`src/design/queue_record_crc_deframer_core_macros.svh`:
```
// ----------------------------------------------------------------------------
// Queue record CRC deframer assertion macros
// Concurrent assertion helpers clocked on clk_i and disabled during reset.
// ----------------------------------------------------------------------------
`ifndef QUEUE_RECORD_CRC_DEFRAMER_CORE_MACROS_SVH
`define QUEUE_RECORD_CRC_DEFRAMER_CORE_MACROS_SVH

// same-cycle implication
`define QRCD_ASSERT_NOW(lbl, ante, cons) \
  lbl: assert property (@(posedge clk_i) disable iff (!rst_ni) (ante) |-> (cons)) \
    else $error("qrcd assertion failed");

// next-cycle implication
`define QRCD_ASSERT_NEXT(lbl, ante, cons) \
  lbl: assert property (@(posedge clk_i) disable iff (!rst_ni) (ante) |=> (cons)) \
    else $error("qrcd assertion failed");

`endif

```
`src/design/qrcd_pkg.sv`:
```
// ----------------------------------------------------------------------------
// qrcd_pkg
// Shared types, constants and functions of the queue record CRC deframer.
// ----------------------------------------------------------------------------
`timescale 1ns / 1ps

package qrcd_pkg;

  localparam int unsigned HdrBytes   = 52;
  localparam int unsigned FixedBytes = 56;
  localparam int unsigned CountW     = 10;
  localparam int unsigned LenW       = CountW + 1;
  localparam logic [CountW-1:0] CountMax = '1;
  localparam logic [31:0] CrcInit = 32'hFFFF_FFFF;
  localparam logic [31:0] CrcPoly = 32'hEDB8_8320;

  localparam logic [CountW-1:0] PosCrcStart = CountW'(4);
  localparam logic [CountW-1:0] PosPayload  = CountW'(HdrBytes);
  localparam logic [LenW-1:0]   LenFixed    = LenW'(FixedBytes);

  typedef enum logic [1:0] {
    CFG_MAGIC    = 2'd0,
    CFG_VERSION  = 2'd1,
    CFG_CAPACITY = 2'd2,
    CFG_UNUSED   = 2'd3
  } cfg_index_e;

  typedef struct packed {
    logic [31:0] magic;
    logic [15:0] version;
    logic [15:0] enc_len;
    logic [63:0] record_id;
    logic [7:0]  flags;
    logic [7:0]  pay_len;
    logic [15:0] pkt_len;
    logic [31:0] boot;
    logic [63:0] received;
    logic [63:0] uptime;
    logic [31:0] rssi;
    logic [31:0] snr;
    logic [31:0] freq;
  } hdr_t;

  typedef struct packed {
    logic [CountW-1:0] pos;
    logic [31:0]       crc;
    logic [31:0]       window;
    hdr_t              hdr;
  } rec_t;

  typedef struct packed {
    logic [31:0] magic;
    logic [15:0] version;
    logic [7:0]  capacity;
  } cfg_t;

  typedef struct packed {
    logic        kind;
    logic [7:0]  payload_byte;
    logic        ok;
    logic [63:0] record_id;
    logic        time_trusted;
    logic [7:0]  payload_length;
    logic [31:0] boot;
    logic [63:0] received;
    logic [63:0] uptime;
    logic [31:0] rssi;
    logic [31:0] snr;
    logic [31:0] freq;
  } res_t;

  function automatic logic [31:0] crc_byte(logic [31:0] crc_in, logic [7:0] b);
    logic [31:0] c;
    c = crc_in ^ {24'd0, b};
    for (int i = 0; i < 8; i++) begin
      c = (c >> 1) ^ (CrcPoly & {32{c[0]}});
    end
    return c;
  endfunction

  function automatic hdr_t capture(hdr_t h_in, logic [CountW-1:0] pos, logic [7:0] b);
    hdr_t h;
    h = h_in;
    priority if (pos < CountW'(4))  h.magic     = {h.magic[23:0], b};
    else if (pos < CountW'(6))      h.version   = {h.version[7:0], b};
    else if (pos < CountW'(8))      h.enc_len   = {h.enc_len[7:0], b};
    else if (pos < CountW'(16))     h.record_id = {h.record_id[55:0], b};
    else if (pos < CountW'(17))     h.flags     = b;
    else if (pos < CountW'(18))     h.pay_len   = b;
    else if (pos < CountW'(20))     h.pkt_len   = {h.pkt_len[7:0], b};
    else if (pos < CountW'(24))     h.boot      = {h.boot[23:0], b};
    else if (pos < CountW'(32))     h.received  = {h.received[55:0], b};
    else if (pos < CountW'(40))     h.uptime    = {h.uptime[55:0], b};
    else if (pos < CountW'(44))     h.rssi      = {h.rssi[23:0], b};
    else if (pos < CountW'(48))     h.snr       = {h.snr[23:0], b};
    else if (pos < CountW'(52))     h.freq      = {h.freq[23:0], b};
    else                            h           = h_in;
    return h;
  endfunction

endpackage

```
`src/design/queue_record_crc_deframer_core.sv`:
```
// ----------------------------------------------------------------------------
// queue_record_crc_deframer_core
// Checked queue record deframer with CRC-32 and header validation.
// ----------------------------------------------------------------------------
// Usage:
//   The input channel (in_valid_i/in_ready_o) carries one record byte per
//   transfer, last_byte_i set on the final byte. The output channel
//   (out_valid_o/out_ready_i) returns a tentative payload byte (kind_o 0) for
//   each payload byte and one status (kind_o 1) on the final byte; header
//   fields are zero unless record_ok_o is set. The configuration channel
//   (cfg_valid_i/cfg_ready_o) writes magic, version and payload capacity by
//   index and is always ready; write it only while the block is idle.
//   CRC step, header capture and checks sit between the frame state
//   registers and the output register, so a result appears in the cycle
//   after its input transfer and one byte can be taken every cycle while
//   the receiver keeps up. While the output register holds a result the
//   receiver has not taken, in_ready_o drops. Reset clears the record state,
//   sets the CRC to all ones, capacity to 255 and magic and version to zero.
// ----------------------------------------------------------------------------
`timescale 1ns / 1ps

module queue_record_crc_deframer_core import qrcd_pkg::*; (
  input  logic               clk_i,
  input  logic               rst_ni,
  input  logic               cfg_valid_i,
  output logic               cfg_ready_o,
  input  logic [1:0]         cfg_index_i,
  input  logic [31:0]        cfg_data_i,
  input  logic               in_valid_i,
  output logic               in_ready_o,
  input  logic [7:0]         data_byte_i,
  input  logic               last_byte_i,
  output logic               out_valid_o,
  input  logic               out_ready_i,
  output logic               kind_o,
  output logic [7:0]         payload_byte_o,
  output logic               record_ok_o,
  output logic [63:0]        record_id_o,
  output logic               time_trusted_o,
  output logic [7:0]         payload_length_o,
  output logic [31:0]        boot_session_o,
  output logic signed [63:0] received_ms_o,
  output logic [63:0]        uptime_ms_o,
  output logic [31:0]        rssi_bits_o,
  output logic [31:0]        snr_bits_o,
  output logic signed [31:0] freq_error_o
);

  `include "queue_record_crc_deframer_core_macros.svh"

  cfg_t       cfg_q;
  rec_t       rec;
  res_t       res, res_q;
  logic       emit;
  logic       in_xfer;
  logic       out_valid_q;
  cfg_index_e cfg_idx;

  assign cfg_ready_o = 1'b1;
  assign cfg_idx     = cfg_index_e'(cfg_index_i);
  assign in_ready_o  = !out_valid_q || out_ready_i;
  assign in_xfer     = in_valid_i && in_ready_o;

  always_ff @(posedge clk_i or negedge rst_ni) begin
    if (!rst_ni) begin
      cfg_q.magic    <= '0;
      cfg_q.version  <= '0;
      cfg_q.capacity <= 8'd255;
    end else if (cfg_valid_i) begin
      unique case (cfg_idx)
        CFG_MAGIC:    cfg_q.magic    <= cfg_data_i;
        CFG_VERSION:  cfg_q.version  <= cfg_data_i[15:0];
        CFG_CAPACITY: cfg_q.capacity <= cfg_data_i[7:0];
        default:      ;
      endcase
    end
  end

  qrcd_frame_state u_frame_state (
    .clk_i       (clk_i),
    .rst_ni      (rst_ni),
    .accept_i    (in_xfer),
    .data_byte_i (data_byte_i),
    .last_byte_i (last_byte_i),
    .rec_o       (rec)
  );

  qrcd_status_check u_status_check (
    .rec_i       (rec),
    .cfg_i       (cfg_q),
    .data_byte_i (data_byte_i),
    .last_byte_i (last_byte_i),
    .emit_o      (emit),
    .res_o       (res)
  );

  // hold result until the receiver takes it
  always_ff @(posedge clk_i or negedge rst_ni) begin
    if (!rst_ni) begin
      out_valid_q <= 1'b0;
    end else if (in_xfer && emit) begin
      out_valid_q <= 1'b1;
    end else if (out_ready_i) begin
      out_valid_q <= 1'b0;
    end
  end

  always_ff @(posedge clk_i) begin
    if (in_xfer && emit) begin
      res_q <= res;
    end
  end

  assign out_valid_o      = out_valid_q;
  assign kind_o           = res_q.kind;
  assign payload_byte_o   = res_q.payload_byte;
  assign record_ok_o      = res_q.ok;
  assign record_id_o      = res_q.record_id;
  assign time_trusted_o   = res_q.time_trusted;
  assign payload_length_o = res_q.payload_length;
  assign boot_session_o   = res_q.boot;
  assign received_ms_o    = res_q.received;
  assign uptime_ms_o      = res_q.uptime;
  assign rssi_bits_o      = res_q.rssi;
  assign snr_bits_o       = res_q.snr;
  assign freq_error_o     = res_q.freq;

  `QRCD_ASSERT_NEXT(a_last_gives_status, in_xfer && last_byte_i, out_valid_o && kind_o)
  `QRCD_ASSERT_NOW(a_payload_not_ok, out_valid_o && !kind_o, !record_ok_o && record_id_o == '0)
  `QRCD_ASSERT_NOW(a_fail_zero_id, out_valid_o && kind_o && !record_ok_o, record_id_o == '0)
  `QRCD_ASSERT_NOW(a_ok_has_length, out_valid_o && record_ok_o, payload_length_o != '0)

endmodule

```
`src/design/qrcd_frame_state.sv`:
```
// ----------------------------------------------------------------------------
// qrcd_frame_state
// Byte counter, delayed CRC, tail window and header capture of one record.
// ----------------------------------------------------------------------------
`timescale 1ns / 1ps

module qrcd_frame_state import qrcd_pkg::*; (
  input  logic       clk_i,
  input  logic       rst_ni,
  input  logic       accept_i,
  input  logic [7:0] data_byte_i,
  input  logic       last_byte_i,
  output rec_t       rec_o
);

  rec_t rec_q, rec_d;

  always_comb begin
    rec_d.pos    = (rec_q.pos == CountMax) ? rec_q.pos : rec_q.pos + CountW'(1);
    rec_d.crc    = (rec_q.pos >= PosCrcStart) ? crc_byte(rec_q.crc, rec_q.window[31:24])
                                              : rec_q.crc;
    rec_d.window = {rec_q.window[23:0], data_byte_i};
    rec_d.hdr    = capture(rec_q.hdr, rec_q.pos, data_byte_i);
  end

  // view after this byte, position of this byte
  always_comb begin
    rec_o     = rec_d;
    rec_o.pos = rec_q.pos;
  end

  always_ff @(posedge clk_i or negedge rst_ni) begin
    if (!rst_ni) begin
      rec_q     <= '0;
      rec_q.crc <= CrcInit;
    end else if (accept_i) begin
      if (last_byte_i) begin
        rec_q     <= '0;
        rec_q.crc <= CrcInit;
      end else begin
        rec_q <= rec_d;
      end
    end
  end

endmodule

```
`src/design/qrcd_status_check.sv`:
```
// ----------------------------------------------------------------------------
// qrcd_status_check
// Payload window decision and end-of-record validity checks.
// ----------------------------------------------------------------------------
`timescale 1ns / 1ps

module qrcd_status_check import qrcd_pkg::*; (
  input  rec_t       rec_i,
  input  cfg_t       cfg_i,
  input  logic [7:0] data_byte_i,
  input  logic       last_byte_i,
  output logic       emit_o,
  output res_t       res_o
);

  logic [LenW-1:0]   length;
  logic [CountW-1:0] pay_off;
  logic              in_window;
  logic              time_ok;
  logic              ok;
  hdr_t              h;

  assign h         = rec_i.hdr;
  assign length    = {1'b0, rec_i.pos} + LenW'(1);
  assign pay_off   = rec_i.pos - PosPayload;
  assign in_window = (rec_i.pos >= PosPayload) && (pay_off < {2'b00, h.pay_len});
  assign time_ok   = (h.flags == 8'd1) ? !h.received[63] : (h.received == '1);

  assign ok = (length >= LenFixed)
           && (length <= LenFixed + {3'b000, cfg_i.capacity})
           && (h.magic == cfg_i.magic)
           && (h.version == cfg_i.version)
           && (h.enc_len == {5'd0, length})
           && (h.record_id != '0)
           && (h.flags <= 8'd1)
           && (h.pay_len != '0)
           && (h.pay_len <= cfg_i.capacity)
           && (h.pkt_len == {8'd0, h.pay_len})
           && (length == LenFixed + {3'b000, h.pay_len})
           && time_ok
           && (rec_i.window == ~rec_i.crc);

  assign emit_o = last_byte_i || in_window;

  always_comb begin
    res_o = '0;
    if (last_byte_i) begin
      res_o.kind = 1'b1;
      if (ok) begin
        res_o.ok             = 1'b1;
        res_o.record_id      = h.record_id;
        res_o.time_trusted   = (h.flags == 8'd1);
        res_o.payload_length = h.pay_len;
        res_o.boot           = h.boot;
        res_o.received       = h.received;
        res_o.uptime         = h.uptime;
        res_o.rssi           = h.rssi;
        res_o.snr            = h.snr;
        res_o.freq           = h.freq;
      end
    end else begin
      res_o.payload_byte = data_byte_i;
    end
  end

endmodule

```
`config.mk`:
```
export PLATFORM = sky130hd
export DESIGN_NAME = queue_record_crc_deframer_core
export DESIGN_NICKNAME = d
export VERILOG_FILES = /design/src/design/qrcd_pkg.sv /design/src/design/queue_record_crc_deframer_core.sv /design/src/design/qrcd_frame_state.sv /design/src/design/qrcd_status_check.sv
export VERILOG_INCLUDE_DIRS = /design/src /design/src/design
export SDC_FILE = /design/constraint.sdc
export NUM_CORES = 2
export LEC_CHECK = 0
export BUFFER_PORTS_ARGS = -buffer_cell sky130_fd_sc_hd__buf_2
export CAP_MARGIN = 20
export CORE_UTILIZATION = 64
export CTS_CLUSTER_SIZE = 40
export DETAILED_ROUTE_END_ITERATION = 10
export HOLD_SLACK_MARGIN = 0.03
export PLACE_DENSITY_LB_ADDON = 0.05
export SLEW_MARGIN = 5
export SYNTH_ARGS = -nofsm -noshare
export SYNTH_HDL_FRONTEND = slang
export SYNTH_HIERARCHICAL = 1
export SYNTH_SLANG_ARGS = --single-unit
```
`constraint.sdc`:
```
create_clock -name clk_i -period 37.8 [get_ports clk_i]
set_input_delay 0 -clock clk_i [delete_from_list [all_inputs] [get_ports clk_i]]
set_output_delay 0 -clock clk_i [all_outputs]
set_load 0.01 [all_outputs]
```
## Word-level counts from Yosys, hierarchy flattened

Cells that the tools add are included.

- Output and inout port bits: 342
- Bits in registers: 886
- Input bits: 48

- Order comparisons: 20
- Eq/ne operators: 12
- Add/subtract/negate cells: 5
- Bitwise operators: 10
- Muxes and demuxes: 55
- Reduce and logical (&&, ||, !) cells: 28

Operators by type and width:

| operator | number |
|---|---|
| 256-bit two-way mux | 10 |
| 136-bit two-way mux | 6 |
| 490-bit two-way mux | 1 |
| 384-bit two-way mux | 1 |
| 368-bit two-way mux | 1 |
| 352-bit two-way mux | 1 |
| 330-bit two-way mux | 1 |
| 160-bit two-way mux | 2 |
| 64-bit two-way mux | 5 |
| 288-bit two-way mux | 1 |
| 280-bit two-way mux | 1 |
| 272-bit two-way mux | 1 |
| 32-bit two-way mux | 8 |
| 31-bit by 32-bit bitwise XOR with 32-bit output | 8 |
| 224-bit two-way mux | 1 |
| 192-bit two-way mux | 1 |
| 144-bit two-way mux | 1 |
| 128-bit two-way mux | 1 |
| 96-bit two-way mux | 1 |
| 32-bit == test | 2 |
| 64-bit == test (second input constant) | 1 |
| 64-bit nonzero test | 1 |
| 10-bit by 5-bit < comparator with 1-bit output (second input constant) | 5 |
| 10-bit by 6-bit < comparator with 1-bit output (second input constant) | 5 |
| other kinds (36) | 64 |

## Logic depth before layout (Yosys ltp)

- Depth in word-level cells: 37
- Gate-level depth with buffers: 18

## By module

The synthesis kept the hierarchy.

Modules (own cells, without submodules):

| module | seq. area each (µm²) | cells an instance | area each (µm²) | times used |
|---|---|---|---|---|
| qrcd_frame_state | 12301.8 | 2527 | 27302.4 | 1 |
| queue_record_crc_deframer_core | 11616.1 | 466 | 12343.1 | 1 |
| qrcd_status_check | 0.0 | 1202 | 9111.2 | 1 |

## Worst setup path before layout

OpenSTA, ideal clock, no wires.

- Path type: register to register
- From: register u_frame_state.rec_q (netlist bit u_frame_state/rec_o[486])
- To: register res_q (netlist bit boot_session_o[0]), enable pin
- Period minus slack after synthesis: 19141 ps
- Slack: 18659 ps
- Cell stages (with the launch flop): 16
- Data arrival time: 18056 ps
- Buffers on the path: 1
- Setup time: 1085 ps
- Cells stage by stage: dfrtp_1 > or4_4 > buf_6 > nor4_2 > nand2_1 > o21ai_0 > inv_1 > ha_1 > o21ai_0 > nand2b_1 > a21oi_1 > nor2b_1 > o2111ai_1 > a31o_2 > nand2_1 > nor2b_1

RTL lines:

| what | line | source |
|---|---|---|
| start, declared | qrcd_frame_state.sv:16 | `rec_t rec_q, rec_d;` |
| start signal, assigned | qrcd_frame_state.sv:41 | `rec_q <= rec_d;` |
| end signal, assigned | queue_record_crc_deframer_core.sv:110 | `res_q <= res;` |
| end, declared | queue_record_crc_deframer_core.sv:53 | `res_t res, res_q;` |

==> results.yml <==
clock_tree:
  numClockSinks: 886
  numCtsBuffers: 96
  tritoncts: "yes"
  clk-insertion-delay-late_ns: 0.66
  cts_root_buffer: "clkbuf_16"
  clk_pin_slew_ns: 0.06
  htreeDepth: 3
  post_cts_buffers: 0
  max-clock-path-buffers: 3
global_routing:
  overflow: 0
  grt_pass1_wl_mm: 211
  antenna_found_initial: 2
  grt_usage_pct: 34.6
  grt_pass1_vias: 34700
  grt_start_max_net_pins: 239
place:
  placedCellCount: 5121
  place_congestion: 0.935
  hpwl_mm: 80.9
  io_buffers: 388
detailed_routing:
  drt_iter0_drc: 4286
  dr.pass1.iters: 7
  viasPerCell: 6.86
  totalWireLength_mm: 136
  vias: 36700
  detail_route.wl_per_cell_um: 25.4
  ant_nets: 0
  drcViolationCount: 0
setup_path:
  r2r_end: "rssi_bits_o[12]$_DFFE_PP_"
  crit_start: "u_frame_state/rec_o[486]$_DFFE_PN0P_"
  start_kind: "register"
  critical_path.endpoint: "rssi_bits_o[12]$_DFFE_PP_"
  timing.rr.start: "u_frame_state/rec_o[486]$_DFFE_PN0P_"
  critPathCaptureType: "register"
  critPathKind: "reg2reg"
  rr_worst_depth: 13
  required_ns: 38.16
  critPathArrivalTime_ns: 7.57
  r2r_slack_ns: 30.58
  cp_max_fo: 77
synth:
  synth-simple-area-share_pct: 16.6
  postSynthCellCount: 4195
  synth_area_um2: 48800
  syn_nets: 4275
  yosysTopAreaCell: "dfrtp_1"
  synth-edff-count: 339
  async_reset_ff_share_pct: 61.7
  yosys.area_share.adder_pct: 0.821
  yosys-mux-area-fraction_pct: 9.30
  synth_area_leaders: "dfrtp_1 (26%), edfxtp_1 (21%), mux2_2 (8.6%)"
  synthXorXnorAreaFrac_pct: 3.06
  yosysTopAreaCellShare_pct: 26.0
  synth_top_family_by_area: "simple AND/OR/NAND/NOR gates"
  ys_seq_area_share_pct: 49.1
  avgSynthCellArea_um2: 11.6
  ys_warn_count: 6
  synth_compound_area_share_pct: 15.9
  ys_ff_latch: 886
  synthDistinctLibCells: 79
  synth_ff_type: "dfrtp_1"
floorplanning:
  dieWidth_um: 278
  core_area_um2: 74900
  fp.dieH_um: 278
  rows: 100
  design.die.area_um2: 77300
  top_level_ports: 390
  initial_utilization_pct: 65.1
sta:
  hold_violations: 0
  period_needed_ns: 7.22
  period_share_pct: 19.1
  relSlewSlack_pct: 10.4
  fmax_mhz: 139
  setup_viol: 0
  rsz0062_at_grt: "no"
  fin_skew_ns: 0.0208
  whs_ns: 0.0785
  setup_tns_ns: 0
  tightest_slew_ns: 1.34
  slew_viol_final: 0
worst_hold_path:
  hold_path_class: "in2reg"
power:
  power_mw: 2.73
  p_leak_nw: 20.4
  p_per_area_nw_per_um2: 50.6
  ir_worst_vdd_mv: 0.0373
outcome:
  run_status: "complete, no violations"
finish:
  nets: 4377
  stdcell_count: 5350
  final_util_pct: 72.1
  fill_cells: 5320
  area_growth_pct: 10.9
  diodes: 0
  drive_gt1_share_pct: 31.8
run:
  maxCapViolCount: 0
==> Yosys cell counts (6+ instances only) <==
master     number
o2bb2ai_1     363
o41ai_1         6
mux2_2        373
nand2_1       221
inv_1          44
o31ai_1        10
nor4_2        302
o22ai_1         8
ha_1           32
buf_4          48
xor2_1         63
a22o_1         34
buf_6          37
and2_1         11
xnor2_1        94
clkbuf_1      345
mux2_1         28
edfxtp_1      339
a31o_2         23
a31oi_1        26
nor4_1         64
a22oi_1       353
dfstp_2        40
nand3_1       351
nand4_1        47
a21o_1         10
o21ai_0        69
o221ai_1       11
a21oi_1        58
nor2_1         64
nor2b_1        51
buf_1          30
nor3_1          7
buf_2          47
dfrtp_1       507
==> cells by family (layout without fill, tap and decap cells) <==
logic type | after synthesis | in the layout
buffers and inverters | 551 | 737
other | 1 | 1
multiplexers | 403 | 403
adder cells (fa/ha/maj) | 32 | 32
flip-flops | 886 | 886
AO/OA/AOI/OAI | 1002 | 1002
XOR/XNOR | 163 | 163
AND/OR/NAND/NOR | 1157 | 1157
==> power breakdown <==
part	switching [mW]	internal, mW	leakage [nW]	total (mW)
sequential	0.120	1.11	10.7	1.23
clock	0.399	0.563	1.60	0.962
combinational	0.306	0.240	8.09	0.545
total	0.825	1.91	20.4	2.73
==> per-layer routing <==
layer	share of wire, %	vias up	GRT usage [%]
met5	0.0096	-	0
met4	2.7	2	9.34
met3	7.5	234	5.43
met2	47	1578	54.1
met1	42	18500	50.5
li1	-	16400	-
==> what timing repair did <==
action                                 4_1_cts  5_1_grt
hold buffers                                45        0
resized for setup                            0        0
endpoints found under the hold margin      238        0
==> per-stage QoR <==
stage / setup slack [ns] / cell area (um2)
global route: 30.14 / 54100
CTS: 30.72 / 54000
global placement: 30.84 / 50300
detailed placement: 30.73 / 50300
finish: 30.58 / 54100
floorplan: 18.66 / 48800
==> critical path, cell delays in order (launching register included) <==
cell and delay (ns):
dfrtp_1 0.54, or4_4 0.68, nor3_1 0.35, nand2_4 0.41
buf_4 0.57, mux2_2 0.40, nor4_1 0.44, nand4_1 0.13
or4_1 0.62, o2111ai_4 0.10, buf_4 0.71, buf_4 0.81
buf_4 0.79, nor4_2 0.11
==> area by class of cell <==
cell class / count / area (um2) / share of cell area [%]
timing repair buffer: 511 / 3110 / 5.76
tap: 969 / 1210 / 2.24
multi-input combinational: 2758 / 22400 / 41.4
clock buffer: 135 / 2780 / 5.15
inverter: 44 / 173 / 0.319
clock inverter: 47 / 458 / 0.847
sequential: 886 / 23900 / 44.2
==> worst min path at each step <==
stage / end / cells past startpoint / from / slack [ns]
2_1_floorplan: cfg_q[10]$_DFFE_PN0P_ / 0 / rst_ni / -0.30
3_3_place_gp: u_frame_state/rec_o[441]$_DFFE_PN0P_ / 1 / rst_ni / 0.08
3_5_place_dp: u_frame_state/rec_q[441]$_DFFE_PN0P_ / 1 / rst_ni / 0.08
4_1_cts: u_frame_state/rec_o[427]$_DFFE_PN0P_ / 4 / data_byte_i[3] / 0.03
5_1_grt: u_frame_state/rec_o[427]$_DFFE_PN0P_ / 4 / data_byte_i[3] / 0.06
6_report: u_frame_state/rec_o[427]$_DFFE_PN0P_ / 4 / data_byte_i[3] / 0.08
==> sequential cells by signal, summed over array words and instances (netlist names), 32 cells and up <==
name / cells
boot_session_o: 32
cfg_q: 56
freq_error_o: 32
received_ms_o: 64
record_id_o: 64
rssi_bits_o: 32
snr_bits_o: 32
u_frame_state/rec_o: 34
u_frame_state/rec_q: 456
uptime_ms_o: 64
==> layout by cell type, fill, tap and decap left out, types with 10 or more instances in the layout <==
master and count:
nand4_1 47, o221ai_1 11, nor4_2 302, nand3_1 348
o31ai_1 10, nor4_1 64, mux2_2 373, xnor2_1 94
buf_4 69, mux2_1 28, a31oi_1 26, clkbuf_8 15
clkbuf_16 100, clkinv_1 10, dfstp_2 40, a22o_1 34
a31o_2 23, buf_2 388, dfrtp_1 507, a21oi_1 57
nor2b_1 50, dlygate4sd3_1 44, clkinv_2 23, nor2_1 60
clkbuf_1 20, inv_1 43, ha_1 32, o2bb2ai_1 363
edfxtp_1 339, o21ai_0 68, a21o_1 10, a22oi_1 353
nand2_1 219, xor2_1 63
Power figures use the tool's default switching activity.
